==> src/hdl/bscrm_pkg.sv <==
// Shared types and constants for the bit string common run match unit.
`timescale 1ns / 1ps

package bscrm_pkg;

  localparam int STR_W     = 64;
  localparam int LEN_W     = 7;
  localparam int FRAC_W    = 17;
  localparam int FRAC_FBITS = 16;
  localparam int PROD_W    = LEN_W + FRAC_W;

  localparam logic [FRAC_W-1:0] FRAC_ONE = 17'h10000;

  typedef struct packed {
    logic [STR_W-1:0]  key_bits;
    logic [LEN_W-1:0]  key_len;
    logic [STR_W-1:0]  lock_bits;
    logic [LEN_W-1:0]  lock_len;
    logic [FRAC_W-1:0] match_fraction;
  } in_item_t;

  typedef struct packed {
    logic             matched;
    logic [LEN_W-1:0] longest_run;
    logic [LEN_W-1:0] needed_run;
  } out_item_t;

  typedef enum logic [1:0] {
    ST_IDLE,
    ST_RUN,
    ST_DONE
  } state_t;

  typedef struct packed {
    logic capture;
    logic step;
    logic finish;
  } ctl_t;

endpackage

==> src/hdl/bit_string_common_run_match_unit.sv <==
// Top level: longest common run of two bit strings against a needed run length.
//
//   channel | direction | handshake         | payload
//   in_     | input     | in_valid/in_stall  | in_item_t: key, lock, lengths, fraction
//   out_    | output    | out_valid/out_stall| out_item_t: matched, longest, needed
//
// Each item passes a capture step, a run over the key bits in ST_RUN (skipped when either
// string is empty) at one key bit per cycle through the lane counter row, and a hand-off step.
// The key bit loop over the shared lane row sets the rate; a new item is taken only in idle.
// Result is held in an output register; the hand-off cycle waits while it is
// still stalled. Synchronous active-low reset clears the sequencer and out_valid.
`timescale 1ns / 1ps

module bit_string_common_run_match_unit
  import bscrm_pkg::*;
#(
  parameter int MAX_BITS = 64
) (
  input  logic      clk,
  input  logic      rst_n,
  input  logic      in_valid,
  output logic      in_stall,
  input  in_item_t  in_data,
  output logic      out_valid,
  input  logic      out_stall,
  output out_item_t out_data
);

  localparam int RUN_W = $clog2(MAX_BITS + 1);
  localparam logic [LEN_W-1:0] LEN_CAP = LEN_W'(MAX_BITS);

  ctl_t                ctl;
  logic [RUN_W-1:0]    klen_lim, llen_lim;
  logic [FRAC_W-1:0]   frac_lim;
  logic [PROD_W-1:0]   prod;
  logic                nonempty;
  logic                out_free;
  logic [RUN_W-1:0]    best_run;

  logic [MAX_BITS-1:0] key_r;
  logic [MAX_BITS-1:0] lock_r;
  logic [RUN_W-1:0]    llen_r;
  logic [LEN_W-1:0]    needed_r;
  logic                nonempty_r;
  logic                out_valid_r;
  out_item_t           out_data_r;

  assign klen_lim = (in_data.key_len > LEN_CAP) ? RUN_W'(MAX_BITS)
                                                : in_data.key_len[RUN_W-1:0];
  assign llen_lim = (in_data.lock_len > LEN_CAP) ? RUN_W'(MAX_BITS)
                                                 : in_data.lock_len[RUN_W-1:0];
  assign frac_lim = (in_data.match_fraction > FRAC_ONE) ? FRAC_ONE
                                                        : in_data.match_fraction;
  assign prod     = PROD_W'(klen_lim) * PROD_W'(frac_lim);
  assign nonempty = (klen_lim != '0) && (llen_lim != '0);
  assign out_free = !out_valid_r || !out_stall;

  bscrm_ctrl #(
    .RUN_W (RUN_W)
  ) u_ctrl (
    .clk      (clk),
    .rst_n    (rst_n),
    .in_valid (in_valid),
    .nonempty (nonempty),
    .key_len  (klen_lim),
    .out_free (out_free),
    .in_stall (in_stall),
    .ctl      (ctl)
  );

  bscrm_lanes #(
    .MAX_BITS (MAX_BITS),
    .RUN_W    (RUN_W)
  ) u_lanes (
    .clk       (clk),
    .ctl       (ctl),
    .key_bit   (key_r[0]),
    .lock_bits (lock_r),
    .lock_len  (llen_r),
    .best_run  (best_run)
  );

  always_ff @(posedge clk) begin
    if (ctl.capture) begin
      key_r      <= in_data.key_bits[MAX_BITS-1:0];
      lock_r     <= in_data.lock_bits[MAX_BITS-1:0];
      llen_r     <= llen_lim;
      needed_r   <= prod[FRAC_FBITS +: LEN_W];
      nonempty_r <= nonempty;
    end else if (ctl.step) begin
      key_r <= key_r >> 1;
    end
  end

  always_ff @(posedge clk) begin
    if (ctl.finish) begin
      out_data_r.matched     <= nonempty_r && (LEN_W'(best_run) >= needed_r);
      out_data_r.longest_run <= LEN_W'(best_run);
      out_data_r.needed_run  <= needed_r;
    end
  end

  always_ff @(posedge clk) begin
    if (!rst_n) begin
      out_valid_r <= 1'b0;
    end else if (ctl.finish) begin
      out_valid_r <= 1'b1;
    end else if (!out_stall) begin
      out_valid_r <= 1'b0;
    end
  end

  assign out_valid = out_valid_r;
  assign out_data  = out_data_r;

  a_match_consistent: assert property (@(posedge clk) disable iff (!rst_n)
    out_valid_r |-> (!out_data_r.matched ||
                     (out_data_r.longest_run >= out_data_r.needed_run)))
    else $error("matched set with longest run below needed run");

  a_run_bounded: assert property (@(posedge clk) disable iff (!rst_n)
    out_valid_r |-> (out_data_r.longest_run <= LEN_CAP))
    else $error("longest run beyond string capacity");

  a_best_step: assert property (@(posedge clk) disable iff (!rst_n)
    ctl.step |=> (({1'b0, best_run} == {1'b0, $past(best_run)}) ||
                  ({1'b0, best_run} == {1'b0, $past(best_run)} + 1'b1)))
    else $error("best run moved by more than one per key bit");

endmodule

==> src/hdl/bscrm_lanes.sv <==
// Row of run counters, one per lock position, with the running best run.
`timescale 1ns / 1ps

module bscrm_lanes
  import bscrm_pkg::*;
#(
  parameter int MAX_BITS = 64,
  parameter int RUN_W    = 7
) (
  input  logic                clk,
  input  ctl_t                ctl,
  input  logic                key_bit,
  input  logic [MAX_BITS-1:0] lock_bits,
  input  logic [RUN_W-1:0]    lock_len,
  output logic [RUN_W-1:0]    best_run
);

  logic [RUN_W-1:0] row_r   [MAX_BITS];
  logic [RUN_W-1:0] row_nxt [MAX_BITS];
  logic [RUN_W-1:0] best_r;
  logic [MAX_BITS-1:0] lane_hit;
  logic [RUN_W:0]      best_inc;

  assign best_inc = {1'b0, best_r} + 1'b1;

  always_comb begin
    for (int j = 0; j < MAX_BITS; j++) begin
      if ((RUN_W'(j) < lock_len) && (key_bit == lock_bits[j])) begin
        row_nxt[j] = (j == 0) ? RUN_W'(1) : row_r[(j == 0) ? 0 : j - 1] + 1'b1;
      end else begin
        row_nxt[j] = '0;
      end
      lane_hit[j] = ({1'b0, row_nxt[j]} == best_inc);
    end
  end

  always_ff @(posedge clk) begin
    if (ctl.capture) begin
      best_r <= '0;
      for (int j = 0; j < MAX_BITS; j++) begin
        row_r[j] <= '0;
      end
    end else if (ctl.step) begin
      if (|lane_hit) begin
        best_r <= best_inc[RUN_W-1:0];
      end
      for (int j = 0; j < MAX_BITS; j++) begin
        row_r[j] <= row_nxt[j];
      end
    end
  end

  assign best_run = best_r;

endmodule

==> src/hdl/bscrm_ctrl.sv <==
// Sequencer: capture, one key bit per cycle, result hand-off.
`timescale 1ns / 1ps

module bscrm_ctrl
  import bscrm_pkg::*;
#(
  parameter int RUN_W = 7
) (
  input  logic             clk,
  input  logic             rst_n,
  input  logic             in_valid,
  input  logic             nonempty,
  input  logic [RUN_W-1:0] key_len,
  input  logic             out_free,
  output logic             in_stall,
  output ctl_t             ctl
);

  state_t           state_r, state_nxt;
  logic [RUN_W-1:0] cnt_r, cnt_nxt;

  always_comb begin
    state_nxt = state_r;
    unique case (state_r)
      ST_IDLE: begin
        if (in_valid) begin
          state_nxt = nonempty ? ST_RUN : ST_DONE;
        end
      end
      ST_RUN: begin
        if (cnt_r == RUN_W'(1)) begin
          state_nxt = ST_DONE;
        end
      end
      ST_DONE: begin
        if (out_free) begin
          state_nxt = ST_IDLE;
        end
      end
      default: state_nxt = ST_IDLE;
    endcase
  end

  always_comb begin
    in_stall    = (state_r != ST_IDLE);
    ctl.capture = (state_r == ST_IDLE) && in_valid;
    ctl.step    = (state_r == ST_RUN);
    ctl.finish  = (state_r == ST_DONE) && out_free;
  end

  always_comb begin
    cnt_nxt = cnt_r;
    if (ctl.capture) begin
      cnt_nxt = key_len;
    end else if (ctl.step) begin
      cnt_nxt = cnt_r - 1'b1;
    end
  end

  always_ff @(posedge clk) begin
    if (!rst_n) begin
      state_r <= ST_IDLE;
      cnt_r   <= '0;
    end else begin
      state_r <= state_nxt;
      cnt_r   <= cnt_nxt;
    end
  end

endmodule
==> config.mk <==
export PLATFORM = sky130hd
export DESIGN_NAME = bit_string_common_run_match_unit
export DESIGN_NICKNAME = d
export VERILOG_FILES = /design/src/hdl/bscrm_pkg.sv /design/src/hdl/bit_string_common_run_match_unit.sv /design/src/hdl/bscrm_lanes.sv /design/src/hdl/bscrm_ctrl.sv
export SDC_FILE = /design/constraint.sdc
export NUM_CORES = 2
export LEC_CHECK = 0
export CAP_MARGIN = 20
export CORE_MARGIN = 8
export CORE_UTILIZATION = 50
export CTS_CLUSTER_DIAMETER = 100
export DETAILED_ROUTE_END_ITERATION = 8
export DONT_BUFFER_PORTS = 1
export GPL_TIMING_DRIVEN = 0
export PLACE_DENSITY = 0.71
export REMOVE_ABC_BUFFERS = 1
export SYNTH_ARGS = -nofsm -noshare
export SYNTH_HDL_FRONTEND = slang
export SYNTH_SLANG_ARGS = --single-unit
==> constraint.sdc <==
create_clock -name clk -period 18 [get_ports clk]
set_input_delay 1.8 -clock clk [delete_from_list [all_inputs] [get_ports clk]]
set_output_delay 1.8 -clock clk [all_outputs]
set_load 0.05 [all_outputs]
# Yosys cells after proc, flatten, opt, wreduce, memory -nomap -nowiden

Memories as Yosys holds them, arrays and structs flattened.
Cells that the tools add are included.

Flip-flop bits (word level): 175
Bits in writable memories: 448
Input port bits: 163
Output and inout port bits: 17
Word-level logic and storage cells: 572
Memories kept: 1

Memory list:

| name          | words | width | read ports | clocked after memory_dff | write ports | RTL line          | text |
|---|---|---|---|---|---|---|---|
| u_lanes.row_r | 64    | 7     | 63         | 0                        | 64          | bscrm_lanes.sv:18 | `logic [RUN_W-1:0] row_r [MAX_BITS];` |

Add/subtract/negate cells: 65
Multiply operators: 1
Order comparisons: 68
Eq/ne operators: 135
Multiplexer cells: 147
Bitwise logic cells: 64
Reduce and logical (&&, ||, !) cells: 79

Operators with widths:

| kind                   | count |
|---|---|
| $mux W7                | 131 |
| $eq A7 B8 Y1           | 63 |
| $add A7 B1 Y7 const B  | 63 |
| $lt A6 B7 Y1 const A   | 32 |
| $mux W64               | 2 |
| $lt A5 B7 Y1 const A   | 16 |
| $logic_and A1 B1 Y1    | 68 |
| $eq A1 B1 Y1           | 64 |
| $or A1 B1 Y1           | 64 |
| $reduce_or A64 Y1      | 1 |
| $lt A4 B7 Y1 const A   | 8 |
| $lt A3 B7 Y1 const A   | 4 |
| $mul A7 B17 Y23        | 1 |
| $gt A17 B17 Y1 const B | 1 |
| $mux W17               | 1 |
| $gt A7 B7 Y1 const B   | 2 |
| $lt A1 B7 Y1 const A   | 2 |
| $lt A2 B7 Y1 const A   | 2 |
| $reduce_bool A7 Y1     | 2 |
| $add A7 B1 Y8 const B  | 1 |
| $eq A1 B8 Y1           | 1 |
| $mux W1                | 8 |
| $mux W2                | 4 |
| $eq A7 B1 Y1 const B   | 1 |
| 13 further kinds       | 17 |

# Longest topological paths before layout

Depth after elaboration: 7
Depth in mapped cells: 25
Gate-level depth less buffers: 24

# Modules after synthesis

Synthesis repeated with hierarchy kept, for this count alone.

Cells, all modules: 4331
Area total of the unflattened synthesis: 42191.7 um^2

Modules (own cells, without submodules):

| module                           | instances | cells an instance | area each (um^2) | sequential area each (um^2) |
|---|---|---|---|---|
| bscrm_lanes                      | 1         | 3593              | 32263.4          | 12752.2 |
| bit_string_common_run_match_unit | 1         | 677               | 9410.3           | 4764.6 |
| bscrm_ctrl                       | 1         | 61                | 518.0            | 180.2 |

# Worst setup path before layout

Ideal clock, no wire load.

Path type: input to register
Start: input port in_valid
End: register u_ctrl.cnt_r[2]
Setup time: 135 ps
Arrival time: 13655 ps
Data required time: 17865 ps
Slack: 4210 ps
Stages: 5
Buffers on the path: 0
Path through: nand2_1 > nand2_1 > o21ai_0 > a222oi_1 > nor2b_1

Word-level cells in the longest chain between the ends: 2
Elaborated cells between the ends (all ways): 3
Those cells by class: mux: 1; reduce/logical: 2

RTL lines:

| element                                       | RTL line                               | text |
|---|---|---|
| from (decl)                                   | bit_string_common_run_match_unit.sv:21 | `input logic in_valid,` |
| $logic_and A1 B1 Y1 (*)                       | bscrm_ctrl.sv:46                       | `ctl.capture = (state_r == ST_IDLE) && in_valid;` |
| $mux W7 or $reduce_bool A2 Y1 (tied branches) | n/a                                    |  |
| to (signal assigned)                          | bscrm_ctrl.sv:66                       | `cnt_r <= cnt_nxt;` |
| to (decl)                                     | bscrm_ctrl.sv:20                       | `logic [RUN_W-1:0] cnt_r, cnt_nxt;` |

Every way passes the cells marked *; elsewhere a longest branch is shown, timed or not.
A chain may end at the register's enable or synchronous reset.

# Worst setup path after layout

Start: input port in_data[0] (netlist bit)
End: register needed_r[6], data pin

Word-level cells in the longest chain between the ends: 3

RTL lines:

| element              | RTL line                               | text |
|---|---|---|
| from (decl)          | bit_string_common_run_match_unit.sv:23 | `input in_item_t in_data,` |
| $gt A17 B17 Y1       | bit_string_common_run_match_unit.sv:52 | `assign frac_lim = (in_data.match_fraction > FRAC_ONE) ? FRAC_ONE` |
| $mux W17 (*)         | bit_string_common_run_match_unit.sv:52 |  |
| $mul A7 B17 Y23 (*)  | bit_string_common_run_match_unit.sv:54 | `assign prod = PROD_W'(klen_lim) * PROD_W'(frac_lim);` |
| named net prod[22]   | bit_string_common_run_match_unit.sv:35 | `logic [PROD_W-1:0] prod;` |
| to (signal assigned) | bit_string_common_run_match_unit.sv:88 | `needed_r <= prod[FRAC_FBITS +: LEN_W];` |
| to (decl)            | bit_string_common_run_match_unit.sv:43 | `logic [LEN_W-1:0] needed_r;` |

The timed path passes the listed nets; every way through them passes the cells marked *.

==> results.yml <==
status:
  status: "complete, no violations"
pwr:
  ir_drop_mv: 0.135
  power.density_mw_per_mm2: 123
  static_leakage_nw: 16.8
worst_hold_path:
  holdCritPathClass: "reg -> reg"
synth:
  yosysTopAreaCell: "sky130_fd_sc_hd__edfxtp_1"
  synth.cell_area_sq_mm: 0.0421
  yosys_most_used_dff: "sky130_fd_sc_hd__edfxtp_1"
  synth_area_leaders: "sky130_fd_sc_hd__edfxtp_1 41%, sky130_fd_sc_hd__xnor2_1 7.7%, sky130_fd_sc_hd__nor2_1 5.4%, sky130_fd_sc_hd__xor2_1 4.3%, sky130_fd_sc_hd__nand2_1 4.3%"
  postSynthCellCount: 4454
  post_synth_num_cell_types: 110
  postSynthAreaPerCell_sq_um: 9.46
  synth-warning-count: 0
  count_of_flip_flops_with_a_built_in_enable_after_synthesis: 578
  synth_sequential_area_ratio_pct: 42.0
  yosysTopAreaCellShare_pct: 41.2
  synth.ff_latch_count: 595
  asyncSetResetFlopFracSynth_pct: 0
floorplanning:
  die_area_sq_mm: 0.0938
  initial_utilization_pct: 50.4
  core_footprint_sq_mm: 0.0836
  floorplan.io_pins: 180
  die_width_um: 306
  die_y_um: 306
  rows: 106
cells_and_area:
  final_core_util_pct: 55.6
  drive_above_1_share_pct: 6.30
  layout_common_cells: "604 x sky130_fd_sc_hd__nor2_1, 578 x sky130_fd_sc_hd__edfxtp_1, 473 x sky130_fd_sc_hd__nand2_1"
  final-instance-count-excl-fill: 5531
  layout.cells.most_common: "sky130_fd_sc_hd__nor2_1"
  finish.net_count: 4733
  syn2layout_area_growth_pct: 10.3
sta:
  hold-worst-slack_ns: 0.453
  grt_setup_unrepaired: "false"
  timing_worst_slew_pin_value_ns: 1.15
  period_share_pct: 43.0
  achievable-frequency_ghz: 0.129
  count_of_final_setup_violators: 0
  final_max_tran_viols: 0
  finalCriticalPeriod_ns: 7.74
  slew_headroom_pct: 21.4
  timing.final.hold_violations: 0
  finalClockSkew_ns: 0.0407
detailed_routing:
  wl_per_cell_um: 23.8
  drt-total-wl_um: 131000
  number_of_design_rule_violations_left_after_detail_routing: 0
  routed_via_density: 6.31
  detailed_route_via_count: 34900
  detailedRoute.firstPassIterationCount: 8
  drt.antenna.violating_nets: 0
  drt-initial-drc-count: 4018
global_route:
  grt_overflow: 0
  grt_pass1_wl_um: 196000
  first_global_vias: 33000
  grt_use_total_pct: 27.0
  grt_max_degree: 87
  antenna_found_initial: 9
critical_path:
  path_max_fanout: 17
  critical_path_class: "in -> reg"
  critical_path_arrival_ns: 8.09
  cp_data_required_time_ns: 18.35
  critical_path_launch_point_type: "primary input"
  type_of_destination_of_the_critical_path: "register"
clocking:
  clock_latency_ns: 0.64
  clk_pin_slew_worst_paths_ns: 0.06
  post-cts-setup-buffers: 0
  tritoncts: "yes"
  clock_tree.htree_level_count: 3
  cts_resized: 0
  cts_made_buffers: 71
  cts.root.buffer_cell: "sky130_fd_sc_hd__clkbuf_16"
  cts_hold_buf: 0
  cts.path.max_buffers: 3
  cts.sink_count: 595
placement:
  placer_s_final_routability_congestion_estimate: 0.948
  number_of_buffers_added_on_ports: 0
  dpl.hpwl_um: 92200
  dpl.cell_count: 5391
job:
  max_cap_violation_count: 0
[stage by stage]
step | TNS [ns] | total power [mW] | area, sq um | setup WS (ns)
final | 0 | 5.73 | 46500 | 10.26
after global routing | 0 | 5.94 | 46500 | 9.72
after CTS | 0 | 5.67 | 46400 | 10.30
after detailed placement | 0 | 4.15 | 44000 | 9.65
after global placement | -4601.45 | 4.14 | 42400 | -9.51
after floorplan | 0 | 3.45 | 41100 | 1.06
[routing by layer]
| metal | up-vias | global-route usage [%] | wire length (um) |
|---|---|---|---|
| met1 | 16500 | 34.9 | 50600 |
| met5 | - | 0 | 111 |
| met4 | 8 | 15.4 | 8250 |
| met3 | 419 | 7.14 | 16400 |
| li1 | 15900 | - | - |
| met2 | 2086 | 40.8 | 56200 |
[kinds of logic after synthesis]
kind of cell	count (synthesis)	synth area share [%]
buffers and inverters	360	3.90
adders and majority gates	182	6.69
AOI/OAI and AO/OA	775	12.6
xor gates and xnor gates	582	12.2
and+or+nand+nor	1933	22.0
muxes	27	0.662
DFF	595	42.0
[critical path, cell delays in order]
cell                       delay [ns]
sky130_fd_sc_hd__nor4_1          0.27
sky130_fd_sc_hd__a41oi_1         0.35
sky130_fd_sc_hd__nor2_1          0.83
sky130_fd_sc_hd__and2_1          0.30
sky130_fd_sc_hd__nand2_1         0.13
sky130_fd_sc_hd__fa_1            0.50
sky130_fd_sc_hd__fa_1            0.55
sky130_fd_sc_hd__inv_1           0.06
sky130_fd_sc_hd__fa_1            0.52
sky130_fd_sc_hd__inv_1           0.05
sky130_fd_sc_hd__fa_1            0.53
sky130_fd_sc_hd__inv_1           0.04
sky130_fd_sc_hd__ha_1            0.30
sky130_fd_sc_hd__a211oi_1        0.20
sky130_fd_sc_hd__nand2_1         0.08
sky130_fd_sc_hd__a31oi_1         0.30
sky130_fd_sc_hd__o31ai_1         0.22
sky130_fd_sc_hd__a21oi_1         0.32
sky130_fd_sc_hd__o21ai_0         0.21
sky130_fd_sc_hd__a21oi_1         0.25
sky130_fd_sc_hd__nor2b_1         0.08
sky130_fd_sc_hd__nor2_1          0.12
sky130_fd_sc_hd__xnor2_1         0.08
[registers in the layout, summed over array words and instances (netlist names)]
register	count
key_r	64
llen_r	7
lock_r	64
needed_r	7
nonempty_r	1
out_data	15
out_valid	1
u_ctrl.cnt_r	7
u_ctrl.state_r	2
u_lanes.best_run	7
u_lanes.row_r	420
[cell usage after synthesis (all sizes together) (10+ instances only)]
library cell	number
mux2i	20
xor2	207
xnor2	375
a221oi	15
o21ai	130
nand2	479
or2	24
inv	155
clkbuf	98
a21o	19
o2111ai	13
o21a	13
a311oi	11
fa	72
o211ai	32
o211a	10
or4	12
nand4	22
a22oi	23
a21oi	204
ha	110
o32ai	34
a31oi	58
buf	107
dfxtp	17
nor4b	17
o22a	11
and3	81
nor2	611
nand3	239
o22ai	51
a211oi	30
and2	87
nor3	127
o221ai	11
edfxtp	578
or3	33
and4	12
nor4	66
a2111oi	10
nand2b	50
nor2b	43
[path summary, 6_finish.rpt]
path,startpoint,end,slack [ns],cells past startpoint
min,needed_r[5],out_data[5],0.45,0
max,in_data[0],needed_r[6],10.26,23
max reg2reg,u_lanes.best_run[1],u_lanes.best_run[4],11.95,13
min reg2reg,needed_r[5],out_data[5],0.45,0
[cell type report]
class	instances	area (sq um)
Sequential cell	595	17700
Clock inverter	45	532
Antenna cell	7	17.5
Fill cell	7240	37100
Clock buffer	84	1910
Timing Repair Buffer	66	1460
Inverter	155	587
Tap cell	1080	1350
Multi-Input combinational cell	3499	22900
[power by group]
group          switching, mW  internal [mW]  total, mW  leakage, nW
clock network          0.602          0.919       1.52         1.20
registers              0.239           1.81       2.05         5.98
logic                   1.38          0.778       2.16         9.61
No activity file was read; power rests on OpenSTA's default activity.
